==> config.mk <==
export PLATFORM = sky130hd
export DESIGN_NAME = delta_timer_queue
export DESIGN_NICKNAME = d
export VERILOG_FILES = /design/src/rtl/core/dtq_pkg.sv /design/src/rtl/core/dtq_alu.sv /design/src/rtl/core/delta_timer_queue.sv
export SDC_FILE = /design/constraint.sdc
export NUM_CORES = 1
export LEC_CHECK = 0
export BUFFER_PORTS_ARGS = -buffer_cell sky130_fd_sc_hd__buf_4
export CELL_PAD_IN_SITES_DETAIL_PLACEMENT = 1
export CELL_PAD_IN_SITES_GLOBAL_PLACEMENT = 2
export CORE_MARGIN = 2
export CORE_UTILIZATION = 30
export CTS_CLUSTER_DIAMETER = 60
export DETAILED_ROUTE_END_ITERATION = 8
export HOLD_SLACK_MARGIN = 0.03
export PLACE_DENSITY_LB_ADDON = 0.08
export SETUP_SLACK_MARGIN = 0.3
export SLEW_MARGIN = 20
export SYNTH_ARGS = -nofsm -noshare
export SYNTH_HDL_FRONTEND = slang
export SYNTH_SLANG_ARGS = --single-unit
export TNS_END_PERCENT = 10
==> constraint.sdc <==
create_clock -name clock -period 7.93 [get_ports clock]
set_input_delay 0.793 -clock clock [delete_from_list [all_inputs] [get_ports clock]]
set_output_delay 0.793 -clock clock [all_outputs]
set_load 0.01 [all_outputs]
==> src/rtl/core/dtq_pkg.sv <==
// Shared types, sizes and codes for the delta-list timer queue.
// Used by dtq_alu, delta_timer_queue and dtq_checker; depends on nothing.
package dtq_pkg;

   // sizing of the slot store
   localparam int NUM_TIMERS = 16;
   localparam int DELAY_BITS = 16;
   localparam int SLOT_BITS  = $clog2(NUM_TIMERS);
   localparam int LINK_BITS  = SLOT_BITS + 1;
   localparam int RES_BITS   = DELAY_BITS + 1;
   localparam int GUARD_BITS = $clog2(NUM_TIMERS + 1);

   // fixed widths of the beat fields
   localparam int OP_BITS    = 2;
   localparam int ID_BITS    = 4;
   localparam int TICK_BITS  = 16;

   // link value that marks the end of the list
   localparam logic [LINK_BITS-1:0] NO_SLOT = LINK_BITS'(NUM_TIMERS);
   localparam logic [RES_BITS-1:0]  RES_MAX = '1;

   // operation codes
   localparam logic [OP_BITS-1:0] OP_ADVANCE  = 2'd0;
   localparam logic [OP_BITS-1:0] OP_SCHEDULE = 2'd1;
   localparam logic [OP_BITS-1:0] OP_CANCEL   = 2'd2;

   // sequencer states
   typedef enum logic [3:0] {
      ST_IDLE,
      ST_ADV_SUM,
      ST_ADV_CMP,
      ST_ADV_SUB,
      ST_UNL_A,
      ST_UNL_B,
      ST_INS_START,
      ST_INS_WALK,
      ST_INS_PLACE
   } state_type;

   // request to the shared add/subtract unit
   typedef struct packed {
      logic                subtract;
      logic [RES_BITS-1:0] op_a;
      logic [RES_BITS-1:0] op_b;
   } alu_req_type;

   // true when a link points at a real slot
   function automatic logic link_valid(input logic [LINK_BITS-1:0] link);
      return link < NO_SLOT;
   endfunction

endpackage

==> src/rtl/core/dtq_alu.sv <==
// Shared add/subtract unit of the timer queue sequencer.
// Depends on dtq_pkg for widths and the request struct.
module dtq_alu
   import dtq_pkg::*;
(
   input  alu_req_type         alu_req,
   output logic [RES_BITS:0]   alu_result
);

   logic [RES_BITS:0] op_b_ext;

   // one extra bit: carry out on add, sign (a below b) on subtract
   always_comb begin
      op_b_ext = {1'b0, alu_req.op_b};
      if (alu_req.subtract) begin
         op_b_ext = ~op_b_ext;
      end
      alu_result = {1'b0, alu_req.op_a} + op_b_ext + (RES_BITS + 1)'(alu_req.subtract);
   end

endmodule

==> src/rtl/core/delta_timer_queue.sv <==
// Top level of the delta-list timer queue: slot store, list sequencer, result register.
// Depends on dtq_pkg and dtq_alu.
//
//   channel | direction | handshake            | fields
//   req     | in        | req_valid/req_stall  | operation, timer_id, delay_ticks,
//           |           |                      | elapsed_ticks
//   rsp     | out       | rsp_valid/rsp_stall  | expired_id
//
// The list walk reads one linked slot per cycle through the single add/subtract unit.
// Code 3 is taken and does nothing.
// Reset clears the active bits, empties the list and zeroes the residual; links and
// deltas are written before they are read and are not cleared.
// req_stall is high while an item is in work; a held result beat does not block
// intake, only an advance that pops a timer waits for the result register.
module delta_timer_queue
   import dtq_pkg::*;
(
   input  logic                 clock,
   input  logic                 reset,
   input  logic                 req_valid,
   output logic                 req_stall,
   input  logic [OP_BITS-1:0]   req_operation,
   input  logic [ID_BITS-1:0]   req_timer_id,
   input  logic [TICK_BITS-1:0] req_delay_ticks,
   input  logic [TICK_BITS-1:0] req_elapsed_ticks,
   output logic                 rsp_valid,
   input  logic                 rsp_stall,
   output logic [ID_BITS-1:0]   rsp_expired_id
);

   // slot store
   logic [DELAY_BITS-1:0] slot_delta_ff [NUM_TIMERS];
   logic [LINK_BITS-1:0]  slot_next_ff  [NUM_TIMERS];
   logic [LINK_BITS-1:0]  slot_prev_ff  [NUM_TIMERS];
   logic [NUM_TIMERS-1:0] slot_active_ff;

   // control and work registers
   state_type             state_ff, state_in;
   logic [LINK_BITS-1:0]  head_ff, head_in;
   logic [RES_BITS-1:0]   residual_ff, residual_in;
   logic [OP_BITS-1:0]    op_ff, op_in;
   logic [SLOT_BITS-1:0]  id_ff, id_in;
   logic [RES_BITS-1:0]   work_ff, work_in;
   logic [LINK_BITS-1:0]  nx_ff, nx_in;
   logic [LINK_BITS-1:0]  pv_ff, pv_in;
   logic [DELAY_BITS-1:0] dl_ff, dl_in;
   logic [SLOT_BITS-1:0]  ptr_ff, ptr_in;
   logic [GUARD_BITS-1:0] guard_ff, guard_in;
   logic                  rsp_valid_ff, rsp_valid_in;
   logic [ID_BITS-1:0]    rsp_id_ff, rsp_id_in;

   // read port
   logic [SLOT_BITS-1:0]  rd_idx;
   logic [DELAY_BITS-1:0] rd_delta;
   logic [LINK_BITS-1:0]  rd_next;
   logic [LINK_BITS-1:0]  rd_prev;
   logic                  rd_active;

   // write ports: port a at a chosen slot, port b at the slot being moved
   logic                  dwa_en, dwb_en, nwa_en, nwb_en, pwa_en, pwb_en, act_en;
   logic [SLOT_BITS-1:0]  dwa_addr, nwa_addr, pwa_addr, act_addr;
   logic [DELAY_BITS-1:0] dwa_data, dwb_data;
   logic [LINK_BITS-1:0]  nwa_data, nwb_data, pwa_data, pwb_data;
   logic                  act_data;

   // shared unit
   alu_req_type           alu_req;
   logic [RES_BITS:0]     alu_result;
   logic                  alu_neg;
   logic                  walk_gt;
   logic                  out_free;
   state_type             after_unlink;

   dtq_alu u_alu (
      .alu_req    (alu_req),
      .alu_result (alu_result)
   );

   // read of the slot the sequencer points at
   always_comb begin
      case (state_ff)
         ST_UNL_A:                               rd_idx = id_ff;
         ST_UNL_B:                               rd_idx = nx_ff[SLOT_BITS-1:0];
         ST_INS_WALK, ST_INS_PLACE:              rd_idx = ptr_ff;
         default:                                rd_idx = head_ff[SLOT_BITS-1:0];
      endcase
      rd_delta  = slot_delta_ff[rd_idx];
      rd_next   = slot_next_ff[rd_idx];
      rd_prev   = slot_prev_ff[rd_idx];
      rd_active = slot_active_ff[rd_idx];
   end

   assign alu_neg  = alu_result[RES_BITS];
   assign walk_gt  = !alu_neg && (alu_result[RES_BITS-1:0] != '0);
   assign out_free = !rsp_valid_ff || !rsp_stall;
   assign after_unlink = (op_ff == OP_SCHEDULE) ? ST_INS_START : ST_IDLE;

   // sequencer: next state, work registers and store writes
   always_comb begin
      state_in     = state_ff;
      head_in      = head_ff;
      residual_in  = residual_ff;
      op_in        = op_ff;
      id_in        = id_ff;
      work_in      = work_ff;
      nx_in        = nx_ff;
      pv_in        = pv_ff;
      dl_in        = dl_ff;
      ptr_in       = ptr_ff;
      guard_in     = guard_ff;
      rsp_valid_in = rsp_valid_ff && rsp_stall;
      rsp_id_in    = rsp_id_ff;

      alu_req.subtract = 1'b1;
      alu_req.op_a     = work_ff;
      alu_req.op_b     = RES_BITS'(rd_delta);

      dwa_en   = 1'b0;
      dwa_addr = rd_idx;
      dwa_data = alu_result[DELAY_BITS-1:0];
      dwb_en   = 1'b0;
      dwb_data = work_ff[DELAY_BITS-1:0];
      nwa_en   = 1'b0;
      nwa_addr = rd_idx;
      nwa_data = LINK_BITS'(id_ff);
      nwb_en   = 1'b0;
      nwb_data = NO_SLOT;
      pwa_en   = 1'b0;
      pwa_addr = rd_idx;
      pwa_data = NO_SLOT;
      pwb_en   = 1'b0;
      pwb_data = NO_SLOT;
      act_en   = 1'b0;
      act_addr = id_ff;
      act_data = 1'b0;

      case (state_ff)
         // take a beat and latch its fields
         ST_IDLE: begin
            if (req_valid) begin
               op_in = req_operation;
               id_in = SLOT_BITS'(req_timer_id);
               if (req_operation == OP_ADVANCE) begin
                  work_in = RES_BITS'(req_elapsed_ticks);
               end else begin
                  work_in = RES_BITS'(req_delay_ticks);
               end
               case (req_operation)
                  OP_ADVANCE:             state_in = ST_ADV_SUM;
                  OP_SCHEDULE, OP_CANCEL: state_in = ST_UNL_A;
                  default:                state_in = ST_IDLE;
               endcase
            end
         end

         // elapsed plus residual, saturated
         ST_ADV_SUM: begin
            alu_req.subtract = 1'b0;
            alu_req.op_b     = residual_ff;
            work_in  = alu_result[RES_BITS] ? RES_MAX : alu_result[RES_BITS-1:0];
            state_in = ST_ADV_CMP;
         end

         // compare against the head; pop it when due
         ST_ADV_CMP: begin
            if (!link_valid(head_ff)) begin
               residual_in = '0;
               state_in    = ST_IDLE;
            end else if (alu_neg) begin
               state_in = ST_ADV_SUB;
            end else if (out_free) begin
               residual_in  = alu_result[RES_BITS-1:0];
               head_in      = rd_next;
               pwa_en       = link_valid(rd_next);
               pwa_addr     = rd_next[SLOT_BITS-1:0];
               act_en       = 1'b1;
               act_addr     = rd_idx;
               rsp_valid_in = 1'b1;
               rsp_id_in    = ID_BITS'(rd_idx);
               state_in     = ST_IDLE;
            end
         end

         // head not due: shrink its delta
         ST_ADV_SUB: begin
            alu_req.op_a = RES_BITS'(rd_delta);
            alu_req.op_b = work_ff;
            dwa_en       = 1'b1;
            residual_in  = '0;
            state_in     = ST_IDLE;
         end

         // unlink: bypass the slot in the forward chain
         ST_UNL_A: begin
            if (rd_active) begin
               nx_in    = rd_next;
               pv_in    = rd_prev;
               dl_in    = rd_delta;
               act_en   = 1'b1;
               nwa_addr = rd_prev[SLOT_BITS-1:0];
               nwa_data = rd_next;
               if (link_valid(rd_prev)) begin
                  nwa_en = 1'b1;
               end else begin
                  head_in = rd_next;
               end
               state_in = link_valid(rd_next) ? ST_UNL_B : after_unlink;
            end else begin
               state_in = after_unlink;
            end
         end

         // unlink: successor takes over the delta and back link
         ST_UNL_B: begin
            alu_req.subtract = 1'b0;
            alu_req.op_a     = RES_BITS'(rd_delta);
            alu_req.op_b     = RES_BITS'(dl_ff);
            dwa_en           = 1'b1;
            pwa_en           = 1'b1;
            pwa_data         = pv_ff;
            state_in         = after_unlink;
         end

         // insert: empty list or start of the walk
         ST_INS_START: begin
            if (!link_valid(head_ff)) begin
               dwb_en   = 1'b1;
               nwb_en   = 1'b1;
               pwb_en   = 1'b1;
               act_en   = 1'b1;
               act_data = 1'b1;
               head_in  = LINK_BITS'(id_ff);
               state_in = ST_IDLE;
            end else begin
               ptr_in   = head_ff[SLOT_BITS-1:0];
               guard_in = '0;
               state_in = ST_INS_WALK;
            end
         end

         // insert: one linked slot per cycle
         ST_INS_WALK: begin
            if (link_valid(rd_next) && walk_gt
                && (guard_ff < GUARD_BITS'(NUM_TIMERS))) begin
               work_in  = alu_result[RES_BITS-1:0];
               ptr_in   = rd_next[SLOT_BITS-1:0];
               guard_in = guard_ff + 1'b1;
            end else if (walk_gt) begin
               // append after the current slot
               dwb_en   = 1'b1;
               dwb_data = alu_result[DELAY_BITS-1:0];
               pwb_en   = 1'b1;
               pwb_data = LINK_BITS'(ptr_ff);
               nwa_en   = 1'b1;
               nwb_en   = 1'b1;
               act_en   = 1'b1;
               act_data = 1'b1;
               state_in = ST_IDLE;
            end else begin
               state_in = ST_INS_PLACE;
            end
         end

         // insert ahead of the current slot
         ST_INS_PLACE: begin
            alu_req.op_a = RES_BITS'(rd_delta);
            alu_req.op_b = work_ff;
            dwa_en       = 1'b1;
            dwb_en       = 1'b1;
            nwa_addr     = rd_prev[SLOT_BITS-1:0];
            if (link_valid(rd_prev)) begin
               nwa_en = 1'b1;
            end else begin
               head_in = LINK_BITS'(id_ff);
            end
            nwb_en   = 1'b1;
            nwb_data = LINK_BITS'(ptr_ff);
            pwb_en   = 1'b1;
            pwb_data = rd_prev;
            pwa_en   = 1'b1;
            pwa_data = LINK_BITS'(id_ff);
            act_en   = 1'b1;
            act_data = 1'b1;
            state_in = ST_IDLE;
         end

         default: begin
            state_in = ST_IDLE;
         end
      endcase
   end

   // control registers
   always_ff @(posedge clock) begin
      if (reset) begin
         state_ff       <= ST_IDLE;
         head_ff        <= NO_SLOT;
         residual_ff    <= '0;
         slot_active_ff <= '0;
         rsp_valid_ff   <= 1'b0;
      end else begin
         state_ff     <= state_in;
         head_ff      <= head_in;
         residual_ff  <= residual_in;
         rsp_valid_ff <= rsp_valid_in;
         if (act_en) begin
            slot_active_ff[act_addr] <= act_data;
         end
      end
   end

   // work registers and result payload
   always_ff @(posedge clock) begin
      op_ff     <= op_in;
      id_ff     <= id_in;
      work_ff   <= work_in;
      nx_ff     <= nx_in;
      pv_ff     <= pv_in;
      dl_ff     <= dl_in;
      ptr_ff    <= ptr_in;
      guard_ff  <= guard_in;
      rsp_id_ff <= rsp_id_in;
   end

   // slot store writes
   always_ff @(posedge clock) begin
      if (dwa_en) begin
         slot_delta_ff[dwa_addr] <= dwa_data;
      end
      if (dwb_en) begin
         slot_delta_ff[id_ff] <= dwb_data;
      end
      if (nwa_en) begin
         slot_next_ff[nwa_addr] <= nwa_data;
      end
      if (nwb_en) begin
         slot_next_ff[id_ff] <= nwb_data;
      end
      if (pwa_en) begin
         slot_prev_ff[pwa_addr] <= pwa_data;
      end
      if (pwb_en) begin
         slot_prev_ff[id_ff] <= pwb_data;
      end
   end

   assign req_stall      = (state_ff != ST_IDLE);
   assign rsp_valid      = rsp_valid_ff;
   assign rsp_expired_id = rsp_id_ff;

endmodule

# --- Word-level counts from Yosys, hierarchy flattened ---
# Memories as Yosys holds them, arrays and structs flattened.
# Cells that the tools add are included.
totals:
  ff_bits: 104
  wordCells: 179
  ramBits: 416
  n_memories: 3
  input_bits: 42
mem_list:
  columns: ["memory", "words", "width", "rd", "rd_clocked_by_memory_dff", "write_ports", "line_no", "text"]
  rows:
  - ["slot_delta_ff", 16, 16, 1, 0, 2, "delta_timer_queue.sv:32", "logic [DELAY_BITS-1:0] slot_delta_ff [NUM_TIMERS];"]
  - ["slot_next_ff", 16, 5, 1, 0, 2, "delta_timer_queue.sv:33", "logic [LINK_BITS-1:0] slot_next_ff [NUM_TIMERS];"]
  - ["slot_prev_ff", 16, 5, 1, 0, 2, "delta_timer_queue.sv:34", "logic [LINK_BITS-1:0] slot_prev_ff [NUM_TIMERS];"]
op_classes:
  eq_ne: 25
  magnitude_cmp: 7
  reduce_logical: 31
  addsub: 3
  bitwise_logic: 2
  mux: 94
op_table:
  columns: ["operator", "count"]
  rows:
  - ["$mux W17", 7]
  - ["$pmux W17 S3", 2]
  - ["$mux W5", 14]
  - ["$mux W4", 17]
  - ["$mux W16", 4]
  - ["$pmux W17 S2", 1]
  - ["$pmux W5 S2", 3]
  - ["$mux W1", 28]
  - ["$pmux W4 S7", 1]
  - ["$ne A2 B2 Y1 const B", 11]
  - ["$lt A5 B5 Y1 const B", 4]
  - ["$pmux W5 S4", 1]
  - ["$add A17 B18 Y18", 1]
  - ["$add A18 B1 Y18", 1]
  - ["$mux W18", 1]
  - ["$not A17 Y18", 1]
  - ["$reduce_bool A17 Y1", 1]
  - ["$bwmux W16", 1]
  - ["$eq A4 B3 Y1 const B", 4]
  - ["$pmux W4 S2", 2]
  - ["$mux W3", 4]
  - ["$pmux W4 S3", 1]
  - ["$reduce_and A3 Y1", 4]
  - ["$lt A4 B5 Y1 const B", 2]
  - ["other kinds (29)", 46]

# --- Logic depth before layout (Yosys ltp) ---
# An unclocked memory read counts as a cell.
depth:
  ltp_word: 17
  depth_mapped: 35
  ltp_nobuf: 25

# --- Cells and area by module ---
# Synthesis repeated with hierarchy kept, for this count alone.
unflattened:
  cells_unflattened: 2974
  area_unflattened_um2: 28088.2
by_module_without_submodules:
  columns: ["mod", "area_each_um2", "cells_each", "instances"]
  rows:
  - ["delta_timer_queue", 27124.8, 2847, 1]
  - ["dtq_alu", 963.4, 127, 1]

# --- Worst setup path after synthesis ---
# OpenSTA, ideal clock, no wires.
synth_path:
  path_type: "reg2reg"
  from: "register state_ff[0]"
  to: "memory slot_delta_ff[1][0], enable pin"
  path_slack_ps: -412
  setup_time_ps: 464
  period_less_slack_ps: 8342
  required_time_ps: 7466
  stages_incl_launch_ff: 34
  arrival_ps: 7878
  cell_sequence: "dfxtp_1 > buf_2 > buf_2 > o211a_1 > a221oi_1 > and3_4 > buf_6 > clkbuf_1 > clkbuf_1 > clkbuf_1 > clkbuf_1 > clkbuf_1 > buf_1 > nand3_1 > nand2_1 > a21oi_1 > o21ai_0 > o211ai_1 > o21ai_0 > ha_1 > clkbuf_1 > and3_1 > a221oi_1 > nor4_1 > o31ai_1 > xnor2_1 > nand4_1 > nor2_1 > mux2i_1 > a2111o_1 > o311a_4 > o211ai_2 > buf_2 > o21ai_0"
synth_rtl:
  columns: ["element", "line_no", "text"]
  rows:
  - ["from (decl)", "delta_timer_queue.sv:38", "state_type state_ff, state_in;"]
  - ["from (signal assigned)", "delta_timer_queue.sv:302", "state_ff <= state_in;"]
  - ["to (decl)", "delta_timer_queue.sv:32", null]

==> impl_metrics.json <==
{
  "drt.antenna.violating_nets": 0,
  "finalHoldViolCount": 0,
  "fin_area_sq_um": 33840,
  "cts.sinks": 520,
  "numCtsBuffers": 78,
  "wl_mm": 117.0,
  "slowest_stage": "a211oi_4",
  "ys_seq_elements": 520,
  "slew_violations": 0,
  "drt_iter0_drc": 1300,
  "reg2reg_depth": 27,
  "cp.arrival_ns": 7.82,
  "max-vdd-ir-drop_v": 0.0001450,
  "p_comb_share_pct": 26.7,
  "worstPathRequired_ns": 8.21,
  "min_period_ns": 7.541,
  "crit_top_cell": "a21o_1",
  "fp.dieH_um": 312.7,
  "clockPowerShare_pct": 36.8,
  "synth_top_flop_cell": "edfxtp_1",
  "die_w_um": 312.7,
  "drtPass1Iterations": 5,
  "switching_share_pct": 32.69,
  "diodes": 0,
  "die-area_sq_um": 97780,
  "yosysUniqueCellTypes": 96,
  "placed_cell_area_sq_um": 30880,
  "timing.rr.end": "slot_next_ff[10][3]",
  "worst_setup_path_endpoint": "slot_next_ff[10][3]",
  "p_switching_mw": 3.118,
  "holdWs_ns": 0.3390,
  "ys_seq_area_share_pct": 53.12,
  "vias": 23260,
  "port_buffers": 47,
  "setup_ws_ns": 0.3892,
  "synth_area_leaders": "edfxtp_1 (50%), nand2_1 (9.4%), o21ai_0 (6.5%), mux2i_1 (4.5%), nand3_1 (4.2%)",
  "synth_top_area_share_pct": 50.11,
  "grt_overflow": 0,
  "root_buffer": "clkbuf_16",
  "cp_slowest_stage_delay_ns": 0.63,
  "yosys.area.top_type": "edfxtp_1",
  "cp_max_fo": 30,
  "clk-insertion-delay-late_ns": 0.63,
  "outcome": "finished, final reports clean",
  "ios": 48,
  "start_kind": "flip-flop",
  "power.internal_mw": 6.421,
  "crit_buf_inv": 4,
  "slew_headroom_pct": 11.91,
  "p_leak_nw": 11.51,
  "fmax_ghz": 0.1326,
  "final_common_cell": "nand2_1",
  "area_growth_pct": 18.38,
  "setup_viol": 0,
  "crit_family": "compound AO/OA/AOI/OAI gates",
  "fill_cells": 10670,
  "grt_start_max_net_pins": 89,
  "synth_edf_count": 477,
  "initial_core_util_pct": 30.18,
  "track_usage_pct": 23.44,
  "grt_pass1_wl_mm": 169.9,
  "num_rows": 113,
  "startpoint": "state_ff[1]",
  "drc": 0,
  "syn_inst": 2960,
  "htree_levels": 3,
  "async_flop_share_pct": 0,
  "vias_per_cell": 5.386,
  "hpwl_mm": 76.96,
  "reg2reg_from": "state_ff[1]",
  "wire_per_inst_um": 27.11,
  "syn_area_per_cell_sq_um": 9.658,
  "clock_path_buffers": 3,
  "synth_nets": 3021,
  "num-nets-final": 3049,
  "drv_cap": 0,
  "r2r_slack_ns": 0.39,
  "rsz0062_at_grt": "yes",
  "pwr-share-seq_pct": 36.4,
  "tightest_slew_ns": 1.312,
  "clock_skew_ns": 0.02305,
  "core_sq_um": 94730,
  "power_density_nw_per_um2": 281.9,
  "crit_path_end_kind": "flip-flop",
  "path_class": "flip-flop to flip-flop",
  "fin_crit_sh_pct": 95.09,
  "mostFrequentLayoutCells": "nand2_1 (718), edfxtp_1 (477), o21ai_0 (340)",
  "worst_hold_path_type": "primary input to flip-flop",
  "gp_congestion": 0.8572,
  "antenna_found_initial": 1,
  "cts_tree": "yes",
  "netlist_area_sq_um": 28590,
  "hold_buffers": 0,
  "clk_pin_slew_worst_paths_ns": 0.05,
  "grt_pass1_vias": 24230,
  "dp_slack_ns": -0.2563,
  "layout-drive-gt1-share_pct": 17.00,
  "yosys_warnings": 0,
  "crit_cells": 27
}
[per-stage QoR]
step	TNS [ns]	power [mW]	cells	util [%]
after floorplan	0	5.036	2960	-
after global routing	0	9.965	4318	35.72
final	0	9.539	4318	35.72
after detailed placement	-37.62	6.059	4159	32.60
after global placement	-10.36	6.004	4159	32.59
after CTS	0	9.611	4307	35.41
[synth_stat cells (5+ instances only)]
library cell / number
nand2_1: 718
edfxtp_1: 477
o21ai_0: 372
nand3_1: 239
clkbuf_1: 187
a21oi_1: 150
mux2i_1: 129
nor2_1: 63
mux2_2: 61
o211ai_1: 61
inv_1: 47
dfxtp_1: 43
buf_1: 42
nand2b_1: 27
a21o_1: 24
buf_2: 22
o31ai_1: 21
ha_1: 18
nor3_1: 17
nor2b_1: 14
a211oi_1: 12
a31oi_1: 12
nand3b_1: 12
xnor2_1: 10
and2_1: 9
nand4_1: 9
a21oi_4: 8
mux2_1: 7
o21bai_1: 7
xor2_1: 7
a211o_1: 6
a32oi_1: 6
a41oi_1: 6
and3_1: 6
or2_2: 6
a221oi_1: 5
and4_1: 5
o21ai_1: 5
[sequential cells by signal, indices dropped and copies added (netlist names), 5 cells and up]
register,count
head_ff,5
dl_ff,16
slot_active_ff,16
pv_ff,5
work_ff,17
slot_next_ff,80
residual_ff,17
slot_prev_ff,80
guard_ff,5
slot_delta_ff,256
[metal layers]
metal / GRT usage [%] / vias to the layer above / wire, um
met5: 0 / - / 0
met3: 2.706 / 189 / 3125
met2: 40.86 / 408 / 58230
met1: 29.72 / 11900 / 51200
met4: 8.971 / 0 / 4494
li1: - / 10760 / -
[power groups by stage]
| stage | registers (mW) | clock network, mW | logic (mW) |
|---|---|---|---|
| after floorplan | 3.44 | 0 | 1.59 |
| after global placement | 3.53 | 0 | 2.47 |
| after detailed placement | 3.53 | 0 | 2.53 |
| after CTS | 3.48 | 3.59 | 2.54 |
| after global routing | 3.48 | 3.68 | 2.80 |
| final | 3.47 | 3.51 | 2.55 |
[final cells by class]
class / instances / area [sq um] / area share, %
Clock buffer: 100 / 2151 / 6.356
Clock inverter: 45 / 437.9 / 1.294
Inverter: 51 / 217.7 / 0.6433
Multi-Input combinational cell: 2129 / 12520 / 37.00
Sequential cell: 520 / 15190 / 44.88
Tap cell: 1265 / 1583 / 4.677
Timing Repair Buffer: 208 / 1743 / 5.150
[worst register-to-register path: cells and delay by family, from the launching register on]
family / cells / cell delay [ns]
and+or+nand+nor: 5 / 0.99
DFF: 1 / 0.39
adders and majority gates: 1 / 0.29
buffers and inverters: 4 / 0.92
AOI/OAI and AO/OA: 16 / 4.34
xor gates and xnor gates: 1 / 0.28
[how the worst min path moves through the flow]
stage | start | endpoint | slack (ns) | cells after the start
after floorplan | residual_ff[11] | residual_ff[11] | 0.43 | 2
after global placement | residual_ff[9] | residual_ff[9] | 0.44 | 2
after detailed placement | residual_ff[2] | residual_ff[2] | 0.45 | 2
after CTS | req_timer_id[0] | id_ff[0] | 0.30 | 1
after global routing | req_timer_id[0] | id_ff[0] | 0.30 | 1
final | req_timer_id[2] | id_ff[2] | 0.34 | 1
[kinds of logic after synthesis]
family          count (synthesis)  share of synthesized area [%]
xor+xnor                       18                         0.5777
simple gates                 1151                          17.58
mux                           198                          7.274
fa+ha+maj                      19                         0.8579
compound gates                742                          16.13
flops                         520                          53.12
buf+inv                       312                          4.464
[timing repair]
action,in CTS,in global routing
pin swaps,2,5
gates cloned,0,3
gates resized for setup,17,44
endpoints found under the setup margin,598,615
buffers inserted,3,7
Note: power is estimated with default switching activity, not from simulation.
